**src/sv/kped_pkg.sv**
```systemverilog
// ----------------------------------------------------------------------------
// kped_pkg: shared types and constants of the key press event detector
// Holds the item layouts, the phase type, event bits and register indexes.
// ----------------------------------------------------------------------------
`default_nettype none

package kped_pkg;

	// Default number of key lines.
	localparam int unsigned NUM_KEYS_DEF = 8;

	// Fixed field widths.
	localparam int unsigned KEY_W   = 8;
	localparam int unsigned EV_W    = 4;
	localparam int unsigned TICKS_W = 16;
	localparam int unsigned CFG_IDX_W = 2;

	// Item kinds.
	localparam logic FUNC_TICK  = 1'b0;
	localparam logic FUNC_QUERY = 1'b1;

	// Event flag bits.
	localparam logic [EV_W-1:0] EV_PRESS   = 4'b0001;
	localparam logic [EV_W-1:0] EV_LONG    = 4'b0010;
	localparam logic [EV_W-1:0] EV_REPEAT  = 4'b0100;
	localparam logic [EV_W-1:0] EV_RELEASE = 4'b1000;

	// Register indexes on the configuration port.
	localparam logic [CFG_IDX_W-1:0] CFG_PRESS_TICKS  = 2'd0;
	localparam logic [CFG_IDX_W-1:0] CFG_LONG_TICKS   = 2'd1;
	localparam logic [CFG_IDX_W-1:0] CFG_REPEAT_TICKS = 2'd2;

	// Register reset values.
	localparam logic [TICKS_W-1:0] PRESS_TICKS_RST  = 16'd3;
	localparam logic [TICKS_W-1:0] LONG_TICKS_RST   = 16'd100;
	localparam logic [TICKS_W-1:0] REPEAT_TICKS_RST = 16'd20;

	localparam logic [TICKS_W-1:0] TIMER_MAX = '1;

	typedef enum logic [1:0] {
		PH_IDLE   = 2'd0,
		PH_SETTLE = 2'd1,
		PH_DOWN   = 2'd2,
		PH_HELD   = 2'd3
	} phase_t;

	typedef struct packed {
		logic              func;
		logic [KEY_W-1:0]  key_sample;
		logic [KEY_W-1:0]  query_key;
		logic [EV_W-1:0]   query_events;
	} kped_item_t;

	typedef struct packed {
		logic              hit;
		logic [KEY_W-1:0]  latched_key;
		logic [EV_W-1:0]   latched_events;
	} kped_result_t;

	typedef struct packed {
		logic [TICKS_W-1:0] press_ticks;
		logic [TICKS_W-1:0] long_ticks;
		logic [TICKS_W-1:0] repeat_ticks;
	} kped_cfg_t;

endpackage

`default_nettype wire

```
**src/sv/kped_if.sv**
```systemverilog
// ----------------------------------------------------------------------------
// kped_if: item channels of the key press event detector
// Valid/ready channels for input items and for result items.
// ----------------------------------------------------------------------------
`default_nettype none

interface kped_in_if
	import kped_pkg::*;
	();
	logic       valid;
	logic       ready;
	kped_item_t item;

	modport source (output valid, output item, input ready);
	modport sink   (input valid, input item, output ready);
endinterface

interface kped_out_if
	import kped_pkg::*;
	();
	logic         valid;
	logic         ready;
	kped_result_t result;

	modport source (output valid, output result, input ready);
	modport sink   (input valid, input result, output ready);
endinterface

`default_nettype wire

```
**src/sv/kped_cfg.sv**
```systemverilog
// ----------------------------------------------------------------------------
// kped_cfg: threshold registers
// Holds press, long and repeat tick thresholds written over the config port.
// ----------------------------------------------------------------------------
`default_nettype none

module kped_cfg
	import kped_pkg::*;
(
	input  wire logic                 clk,
	input  wire logic                 arst_n,
	input  wire logic                 cfg_we,
	input  wire logic [CFG_IDX_W-1:0] cfg_index,
	input  wire logic [TICKS_W-1:0]   cfg_data,
	output kped_cfg_t                 cfg
);

	kped_cfg_t cfg_q;

	// Register writes; an index past the list is dropped
	always_ff @(posedge clk or negedge arst_n) begin
		if (!arst_n) begin
			cfg_q.press_ticks  <= PRESS_TICKS_RST;
			cfg_q.long_ticks   <= LONG_TICKS_RST;
			cfg_q.repeat_ticks <= REPEAT_TICKS_RST;
		end else if (cfg_we) begin
			unique case (cfg_index)
				CFG_PRESS_TICKS:  cfg_q.press_ticks  <= cfg_data;
				CFG_LONG_TICKS:   cfg_q.long_ticks   <= cfg_data;
				CFG_REPEAT_TICKS: cfg_q.repeat_ticks <= cfg_data;
				default: ;
			endcase
		end
	end

	assign cfg = cfg_q;

endmodule

`default_nettype wire

```
**src/sv/kped_fsm.sv**
```systemverilog
// ----------------------------------------------------------------------------
// kped_fsm: press timing machine and sticky event latch
// Holds phase, last sample, hold timer and latched events; updates on step.
// ----------------------------------------------------------------------------
`default_nettype none

module kped_fsm
	import kped_pkg::*;
#(
	parameter int unsigned NUM_KEYS = NUM_KEYS_DEF
) (
	input  wire logic       clk,
	input  wire logic       arst_n,
	input  wire logic       step,
	input  wire kped_item_t item,
	input  wire kped_cfg_t  cfg,
	output kped_result_t    result
);

	// Stored key width: key lines beyond the byte are never seen
	localparam int unsigned KeyW = (NUM_KEYS >= KEY_W) ? KEY_W : NUM_KEYS;

	phase_t               phase_q, phase_n;
	logic [KeyW-1:0]      prev_q, ekey_q, ekey_n;
	logic [TICKS_W-1:0]   timer_q, timer_n, timer_inc;
	logic [EV_W-1:0]      flags_q, flags_n;
	logic [KeyW-1:0]      cur;
	logic                 is_tick, same, cur_zero, hit;
	logic [EV_W-1:0]      latch_ev;

	assign is_tick   = (item.func == FUNC_TICK);
	assign cur       = item.key_sample[KeyW-1:0];
	assign same      = (cur == prev_q);
	assign cur_zero  = (cur == '0);
	assign timer_inc = (timer_q == TIMER_MAX) ? timer_q : timer_q + 1'b1;

	// Next phase
	always_comb begin
		phase_n = phase_q;
		if (is_tick) begin
			unique case (phase_q)
				PH_IDLE:   if (!cur_zero) phase_n = PH_SETTLE;
				PH_SETTLE: phase_n = PH_DOWN;
				PH_DOWN: begin
					if (same) begin
						if (timer_inc >= cfg.long_ticks) phase_n = PH_HELD;
					end else begin
						phase_n = PH_IDLE;
					end
				end
				PH_HELD:   if (!same && cur_zero) phase_n = PH_IDLE;
				default:   phase_n = PH_IDLE;
			endcase
		end
	end

	// Timer and event to latch on a tick
	always_comb begin
		timer_n  = timer_q;
		latch_ev = '0;
		unique case (phase_q)
			PH_IDLE:   timer_n = '0;
			PH_SETTLE: ;
			PH_DOWN: begin
				timer_n = timer_inc;
				if (same) begin
					if (timer_inc >= cfg.long_ticks) latch_ev = EV_LONG;
				end else if (cur_zero && timer_inc >= cfg.press_ticks) begin
					latch_ev = EV_PRESS;
				end
			end
			PH_HELD: begin
				if (same) begin
					if (timer_inc >= cfg.repeat_ticks) begin
						latch_ev = EV_REPEAT;
						timer_n  = '0;
					end else begin
						timer_n = timer_inc;
					end
				end else if (cur_zero) begin
					latch_ev = EV_RELEASE;
				end
			end
			default: ;
		endcase
	end

	// Sticky events; a query hit clears them
	always_comb begin
		ekey_n  = ekey_q;
		flags_n = flags_q;
		hit     = 1'b0;
		if (is_tick) begin
			if (latch_ev != '0) begin
				ekey_n  = prev_q;
				flags_n = flags_q | latch_ev;
			end
		end else if ((KEY_W'(ekey_q) == item.query_key) &&
				((flags_q & item.query_events) != '0)) begin
			flags_n = '0;
			hit     = 1'b1;
		end
	end

	always_ff @(posedge clk or negedge arst_n) begin
		if (!arst_n) begin
			phase_q <= PH_IDLE;
			prev_q  <= '0;
			timer_q <= '0;
			ekey_q  <= '0;
			flags_q <= '0;
		end else if (step) begin
			phase_q <= phase_n;
			ekey_q  <= ekey_n;
			flags_q <= flags_n;
			if (is_tick) begin
				prev_q  <= cur;
				timer_q <= timer_n;
			end
		end
	end

	assign result.hit            = hit;
	assign result.latched_key    = KEY_W'(ekey_n);
	assign result.latched_events = flags_n;

endmodule

`default_nettype wire

```
**src/sv/key_press_event_detector.sv**
```systemverilog
// ----------------------------------------------------------------------------
// key_press_event_detector: debounced key events with sticky latching
// Scan ticks time key presses; queries poll and clear latched events.
// ----------------------------------------------------------------------------
// Usage:
//   in_ch carries items: func = 0 is a scan tick with key_sample, func = 1 a
//   query with query_key and query_events. Every item gives one result on
//   out_ch: hit, latched_key and latched_events after that item.
//   The cfg port writes press_ticks (0), long_ticks (1), repeat_ticks (2); the
//   user writes while the block is idle, unenforced; other indexes are dropped.
//   An accepted item waits in the input register while the combinational
//   state update runs; the result register loads when the result slot is free,
//   and the state registers load on that same edge. Throughput is one item per
//   cycle while out_ch does not stall, set by the combinational state update.
//   When out_ch stalls, the result register holds its item and the input
//   register holds one more; in_ch.ready drops only when both are full.
//   Reset clears the phase, timer, last sample, latched key and events, and
//   loads the threshold defaults 3, 100 and 20.
// ----------------------------------------------------------------------------
`default_nettype none

module key_press_event_detector
	import kped_pkg::*;
#(
	parameter int unsigned NUM_KEYS = NUM_KEYS_DEF
) (
	input  wire logic                 clk,
	input  wire logic                 arst_n,
	kped_in_if.sink                   in_ch,
	kped_out_if.source                out_ch,
	input  wire logic                 cfg_we,
	input  wire logic [CFG_IDX_W-1:0] cfg_index,
	input  wire logic [TICKS_W-1:0]   cfg_data
);

	kped_cfg_t    cfg;
	kped_item_t   item_s1;
	logic         valid_s1;
	logic         out_valid_q;
	kped_result_t out_q;
	kped_result_t result;
	logic         step;

	kped_cfg u_cfg (
		.clk       (clk),
		.arst_n    (arst_n),
		.cfg_we    (cfg_we),
		.cfg_index (cfg_index),
		.cfg_data  (cfg_data),
		.cfg       (cfg)
	);

	// Item in the input register moves on when the result slot frees up
	assign step        = valid_s1 && (!out_valid_q || out_ch.ready);
	assign in_ch.ready = !valid_s1 || step;

	// Input register
	always_ff @(posedge clk or negedge arst_n) begin
		if (!arst_n) begin
			valid_s1 <= 1'b0;
		end else if (in_ch.ready) begin
			valid_s1 <= in_ch.valid;
		end
	end

	always_ff @(posedge clk) begin
		if (in_ch.ready && in_ch.valid) begin
			item_s1 <= in_ch.item;
		end
	end

	kped_fsm #(
		.NUM_KEYS (NUM_KEYS)
	) u_fsm (
		.clk    (clk),
		.arst_n (arst_n),
		.step   (step),
		.item   (item_s1),
		.cfg    (cfg),
		.result (result)
	);

	// Result register
	always_ff @(posedge clk or negedge arst_n) begin
		if (!arst_n) begin
			out_valid_q <= 1'b0;
		end else if (step) begin
			out_valid_q <= 1'b1;
		end else if (out_ch.ready) begin
			out_valid_q <= 1'b0;
		end
	end

	always_ff @(posedge clk) begin
		if (step) begin
			out_q <= result;
		end
	end

	assign out_ch.valid  = out_valid_q;
	assign out_ch.result = out_q;

endmodule

`default_nettype wire
```
**src/flat_wrapper.sv**
```systemverilog
// flat-port wrapper written by rule: the top's interface ports become plain ports
module key_press_event_detector_flat import kped_pkg::*;
#(
	parameter int unsigned NUM_KEYS = NUM_KEYS_DEF
)
  (clk, arst_n, cfg_we, cfg_index, cfg_data, in_ch_valid, in_ch_item, in_ch_ready, out_ch_valid, out_ch_result, out_ch_ready);
  kped_in_if in_ch_i ();
  kped_out_if out_ch_i ();
  input  wire logic clk;
  input  wire logic arst_n;
  input  wire logic cfg_we;
  input  wire logic [CFG_IDX_W-1:0] cfg_index;
  input  wire logic [TICKS_W-1:0] cfg_data;
  input wire logic [$bits(in_ch_i.valid)-1:0] in_ch_valid;
  input wire logic [$bits(in_ch_i.item)-1:0] in_ch_item;
  output wire logic [$bits(in_ch_i.ready)-1:0] in_ch_ready;
  output wire logic [$bits(out_ch_i.valid)-1:0] out_ch_valid;
  output wire logic [$bits(out_ch_i.result)-1:0] out_ch_result;
  input wire logic [$bits(out_ch_i.ready)-1:0] out_ch_ready;
  assign in_ch_i.valid = in_ch_valid;
  assign in_ch_i.item = in_ch_item;
  assign in_ch_ready = in_ch_i.ready;
  assign out_ch_valid = out_ch_i.valid;
  assign out_ch_result = out_ch_i.result;
  assign out_ch_i.ready = out_ch_ready;
  key_press_event_detector #(.NUM_KEYS(NUM_KEYS)) u_core (.clk(clk), .arst_n(arst_n), .in_ch(in_ch_i), .out_ch(out_ch_i), .cfg_we(cfg_we), .cfg_index(cfg_index), .cfg_data(cfg_data));
endmodule
```
**config.mk**
```make
export PLATFORM = sky130hd
export DESIGN_NAME = key_press_event_detector_flat
export DESIGN_NICKNAME = d
export VERILOG_FILES = /design/src/sv/kped_pkg.sv /design/src/sv/kped_if.sv /design/src/sv/kped_cfg.sv /design/src/sv/kped_fsm.sv /design/src/sv/key_press_event_detector.sv /design/src/flat_wrapper.sv
export SDC_FILE = /design/constraint.sdc
export NUM_CORES = 1
export LEC_CHECK = 0
export BUFFER_PORTS_ARGS = -buffer_cell sky130_fd_sc_hd__buf_2
export CORE_MARGIN = 10
export CORE_UTILIZATION = 37
export CTS_CLUSTER_DIAMETER = 80
export CTS_CLUSTER_SIZE = 28
export DETAILED_ROUTE_END_ITERATION = 12
export SYNTH_ARGS = -nofsm -noshare
export SYNTH_HDL_FRONTEND = slang
export SYNTH_SLANG_ARGS = --single-unit
```
**constraint.sdc**
```tcl
create_clock -name clk -period 4.2 [get_ports clk]
set_input_delay 0.21 -clock clk [delete_from_list [all_inputs] [get_ports clk]]
set_output_delay 0.21 -clock clk [all_outputs]
set_load 0.02 [all_outputs]
```
* Yosys cells after proc, flatten, opt, wreduce, memory -nomap -nowiden
Cells that the tools add are included.
** Storage, ports and cells
- Bits in registers :: 122
- Input bits :: 44
- Output and inout port bits :: 15
- Word-level logic and storage cells :: 83
** Cells by class
- Add/sub/neg operators :: 1
- Magnitude comparators :: 3
- Equality and inequality tests :: 12
- Multiplexer cells :: 24
- Bitwise logic cells :: 3
- Reduce and logical (&&, ||, !) cells :: 23
** Operators with widths (number)
- $ge 16x16->1 :: 3
- $mux 16 :: 3
- $pmux 16 s3 :: 1
- $mux 4 :: 6
- $add 16x1->16 const B :: 1
- $eq 16x16->1 const B :: 1
- $eq 8x8->1 :: 2
- $mux 8 :: 2
- $mux 2 :: 5
- $logic_not 8->1 :: 1
- $pmux 2 s4 :: 1
- $pmux 4 s2 :: 1
- $reduce_and 2->1 :: 4
- $reduce_bool 4->1 :: 2
- $eq 2x2->1 const B :: 3
- $ne 2x2->1 const B :: 3
- $logic_and 1x1->1 :: 5
- $reduce_and 5->1 :: 1
- $and 4x4->4 :: 1
- $eq 2x1->1 const B :: 2
- $logic_not 2->1 :: 2
- $mux 1 :: 4
- $or 4x4->4 :: 1
- $reduce_and 4->1 :: 1
- 7 further kinds :: 10

* Depth between registers and ports, before layout
- Word-level depth :: 10
- Mapped depth :: 17
- Depth with buffers taken out :: 16

* Hierarchy
A second synthesis with hierarchy kept.
** Unflattened totals
- Cells, all modules :: 631
- Area total of the unflattened synthesis :: 7081.8 sq um
** By module, submodules not included
- kped_fsm :: instances 1, cells an instance 487, area an instance 4132.7 sq um, seq. area each 950.9 sq um
- kped_cfg :: instances 1, cells an instance 102, area an instance 1824.2 sq um, seq. area each 1209.9 sq um
- key_press_event_detector :: instances 1, cells an instance 42, area an instance 1124.8 sq um, seq. area each 1071.0 sq um

* Least setup slack after synthesis
OpenSTA, ideal clock, no wires.
- Path type :: flip-flop to flip-flop
- Start :: reg u_core.u_fsm.timer_q[1]
- End :: reg u_core.out_q (netlist bit u_core.out_ch.result[11]) (data pin)
- Library setup time :: 260 ps
- Arrival :: 3517 ps
- Data required time :: 3940 ps
- Setup slack :: 423 ps
- Stages on the path, launching flop included :: 17
- Buffers on the path :: 1
- Clock period less this slack :: 3777 ps
- Cells stage by stage :: dfrtp_1 -> ha_1 -> nand3_1 -> nor4_2 -> and2_1 -> clkbuf_1 -> nor2_1 -> xnor2_1 -> inv_1 -> ha_1 -> and4_1 -> nand2_1 -> nor2_1 -> a221o_2 -> o31ai_4 -> nor2_8 -> mux2_4
** RTL lines
- from (decl) :: line kped_fsm.sv:25 : logic [TICKS_W-1:0] timer_q, timer_n, timer_inc;
- from (signal assigned) :: line kped_fsm.sv:118 : timer_q <= timer_n;
- to (signal assigned) :: line key_press_event_detector.sv:96 : out_q <= result;
- to (decl) :: line key_press_event_detector.sv:40 : kped_result_t out_q;

==> results.toml <==
[outcome]
status = "complete, no violations"

[setup_path]
cp-start-kind = "flip-flop"
ff2ff_setup_slack_ns = 0.23
worstPathArrival_ns = 4.13
crit_fanout = 8
cp-end-kind = "flip-flop"
crit_required_ns = 4.37
path_class = "flip-flop to flip-flop"

[placed_design]
port_buffers = 58
dpl_cell_area_mm2 = 0.00746
post-dp-hpwl_um = 11500
pre_cts_slack_ns = -0.0616
place_congestion = 0.877

[finish]
fin_nets = 858
layout_common_cells = "nand2_1, dfrtp_1, inv_1, buf_2, o21ai_0"
final_common_cell = "nand2_1"
syn_to_final_growth_pct = 23.2
nFillCells = 1737
diodes = 0
ff_latch_area_mm2 = 0.00323
stdcell_area_mm2 = 0.00837
fin_util_pct = 46.4
drive_gt1_share_pct = 24.0
multi_input_area_mm2 = 0.00333

[synth]
synthAdderAreaFrac_pct = 9.03
synth-xor-area-share_pct = 3.61
synth_top_family_by_area = "simple AND/OR/NAND/NOR gates"
ys.warnings.count = 0
synth.area.mux_share_pct = 7.85
yosys.area_share.simple_pct = 14.5
synthFlopType = "dfrtp_1"
synth_enable_flop_cells = 34
seq_area_frac_synth_pct = 47.6
syn-cell-area_mm2 = 0.00679
synth_compound_area_share_pct = 12.8
syn_avg_cell_area_um2 = 10.3
async_flop_share_pct = 72.1
yosys.cell_types.count = 57
synthCells = 660
ys_ff_latch = 122
synth_nets = 753

[route]
avgViaCountPerCell = 5.04
drt_iter0_drc = 296
drt_first_pass_iters = 7
drc = 0
routed_wl_um = 15900
postRouteAntennaNets = 0
avgRoutedWirePerCell_um = 15.8
dr_total_vias = 5077

[grt]
grt_pass1_vias = 5222
grt_start_max_net_pins = 46
antenna_found_initial = 0
overflow = 0
grt_pass1_wl_um = 26800
grt_use_total_pct = 13.7

[timing]
maxSlewHeadroom_pct = 34.4
setup_slack_ns = 0.234
setup_viol = 0
worst_pin_slew_ns = 0.982
fin_setup_tns_ns = 0
drv_slew = 0
finalHoldViolCount = 0
post-route-period-util_pct = 94.4
timing.fmax_mhz = 252
holdWs_ns = 0.0122
clock_skew_ns = 0.0113
min_period_ns = 3.97

[job]
drv_cap = 0

[clock_tree]
cts-root-buf = "clkbuf_16"
numCtsBuffers = 17
cts.sinks = 122
insertion_delay_ns = 0.42
cts_tree = "built"
cts_buffer_depth = 2
htree_levels = 4
clk_pin_slew_worst_paths_ns = 0.06

[floorplan]
die_area_mm2 = 0.0242
io-pin-count = 59
die_w_um = 155
die_h_um = 155
core_mm2 = 0.0180
placementRows = 49
initial_core_util_pct = 37.7

[power]
power_density_mw_per_mm2 = 459
leakage_uw = 0.00377
peakVddDrop_mv = 0.316

[min_path]
worstHoldPathType = "primary input to flip-flop"
power breakdown:
group | total, uW | switching (uW) | internal [uW]
clock network | 1440 | 525 | 916
registers | 1520 | 121 | 1400
logic | 883 | 494 | 389
total | 3840 | 1140 | 2700
per-stage QoR:
stage          power (uW)  cells
2_1_floorplan        2110    660
4_1_cts              3870   1006
3_3_place_gp         2370    951
5_1_grt              4070   1007
3_5_place_dp         2390    951
6_report             3840   1007
cell usage after synthesis, types with 4 or more instances:
cell type	number	area share, %
a21o_1	7	0.77
nor2_1	18	0.99
mux2_4	8	1.8
nand2_1	109	6.0
o31ai_1	4	0.44
edfxtp_1	34	15
o211ai_1	9	0.99
inv_1	64	3.5
nand2b_1	8	0.74
and4_1	4	0.52
a31oi_1	8	0.74
mux2_2	34	5.6
a21oi_1	24	1.8
xnor2_1	15	1.9
dfrtp_1	81	30
nand4_1	10	0.92
dfstp_2	7	2.7
xor2_1	13	1.7
nor4_1	7	0.64
nand3_1	21	1.5
clkbuf_1	15	0.83
o21ai_0	55	4.1
ha_1	49	9.0
area by class of cell:
type	instances	area share [%]
multi-input combinational	456	39.8
sequential	122	38.6
timing repair buffer	104	8.31
clock buffer	27	6.28
tap	229	3.42
inverter	64	2.87
clock inverter	5	0.703
kinds of logic after synthesis:
family	Yosys count
and+or+nand+nor	201
AOI/OAI and AO/OA	133
DFF	122
buffers and inverters	82
adders and majority gates	49
muxes	45
xor gates and xnor gates	28
registers in the layout, summed over array words and instances, names as in the netlist:
signal / flops
u_core.valid_s1: 1
u_core.item_s1: 21
u_core.u_cfg.cfg: 48
u_core.u_fsm.prev_q: 8
u_core.u_fsm.flags_q: 4
u_core.out_ch.result: 13
u_core.out_ch.valid: 1
u_core.u_fsm.ekey_q: 8
u_core.u_fsm.timer_q: 16
u_core.u_fsm.phase_q: 2
critical path, stage by stage, from the launching register on:
cell     delay [ns]
dfrtp_1        0.46
nand3_2        0.17
nor4_4         0.33
buf_4          0.17
nand2_1        0.09
mux2i_2        0.24
inv_1          0.13
ha_1           0.31
nand4_1        0.17
nor3_2         0.22
buf_4          0.14
nor4b_4        0.21
buf_4          0.19
o31a_1         0.21
o31ai_4        0.12
nor2_8         0.25
mux2_4         0.33
path summary, 6_finish.rpt:
| check | startpoint | to | cells past startpoint |
|---|---|---|---|
| min | cfg_data[6] | u_core.u_cfg.cfg[38]$_DFFE_PN0P_ | 3 |
| max reg2reg | u_core.u_fsm.timer_q[11]$_DFFE_PN0P_ | u_core.out_ch.result[9]$_DFFE_PP_ | 16 |
| max | u_core.u_fsm.timer_q[11]$_DFFE_PN0P_ | u_core.out_ch.result[9]$_DFFE_PP_ | 16 |
| max in group asynchronous | arst_n | u_core.u_fsm.timer_q[8]$_DFFE_PN0P_ | 3 |
| min reg2reg | u_core.valid_s1$_DFFE_PN0N_ | u_core.out_ch.valid$_DFFE_PN0P_ | 1 |
| min in group asynchronous | arst_n | u_core.u_cfg.cfg[3]$_DFFE_PN0P_ | 2 |
what timing repair did:
action | CTS | global route
gates resized for setup | 2 | 14
endpoints found under the hold margin | 60 | 0
gates cloned | 0 | 0
setup endpoints to repair | 16 | 33
buffers inserted | 0 | 1
pin swaps | 0 | 5
hold buffers | 23 | 0
per-layer routing:
| metal | global-route usage, % | vias up | share of wire (%) |
|---|---|---|---|
| li1 | - | 2552 | - |
| met1 | 17.7 | 2422 | 47 |
| met2 | 21.4 | 84 | 47 |
| met3 | 3.53 | 19 | 4.2 |
| met4 | 5.21 | 0 | 1.7 |
| met5 | 0 | - | 0 |
Power figures use the tool's default switching activity.
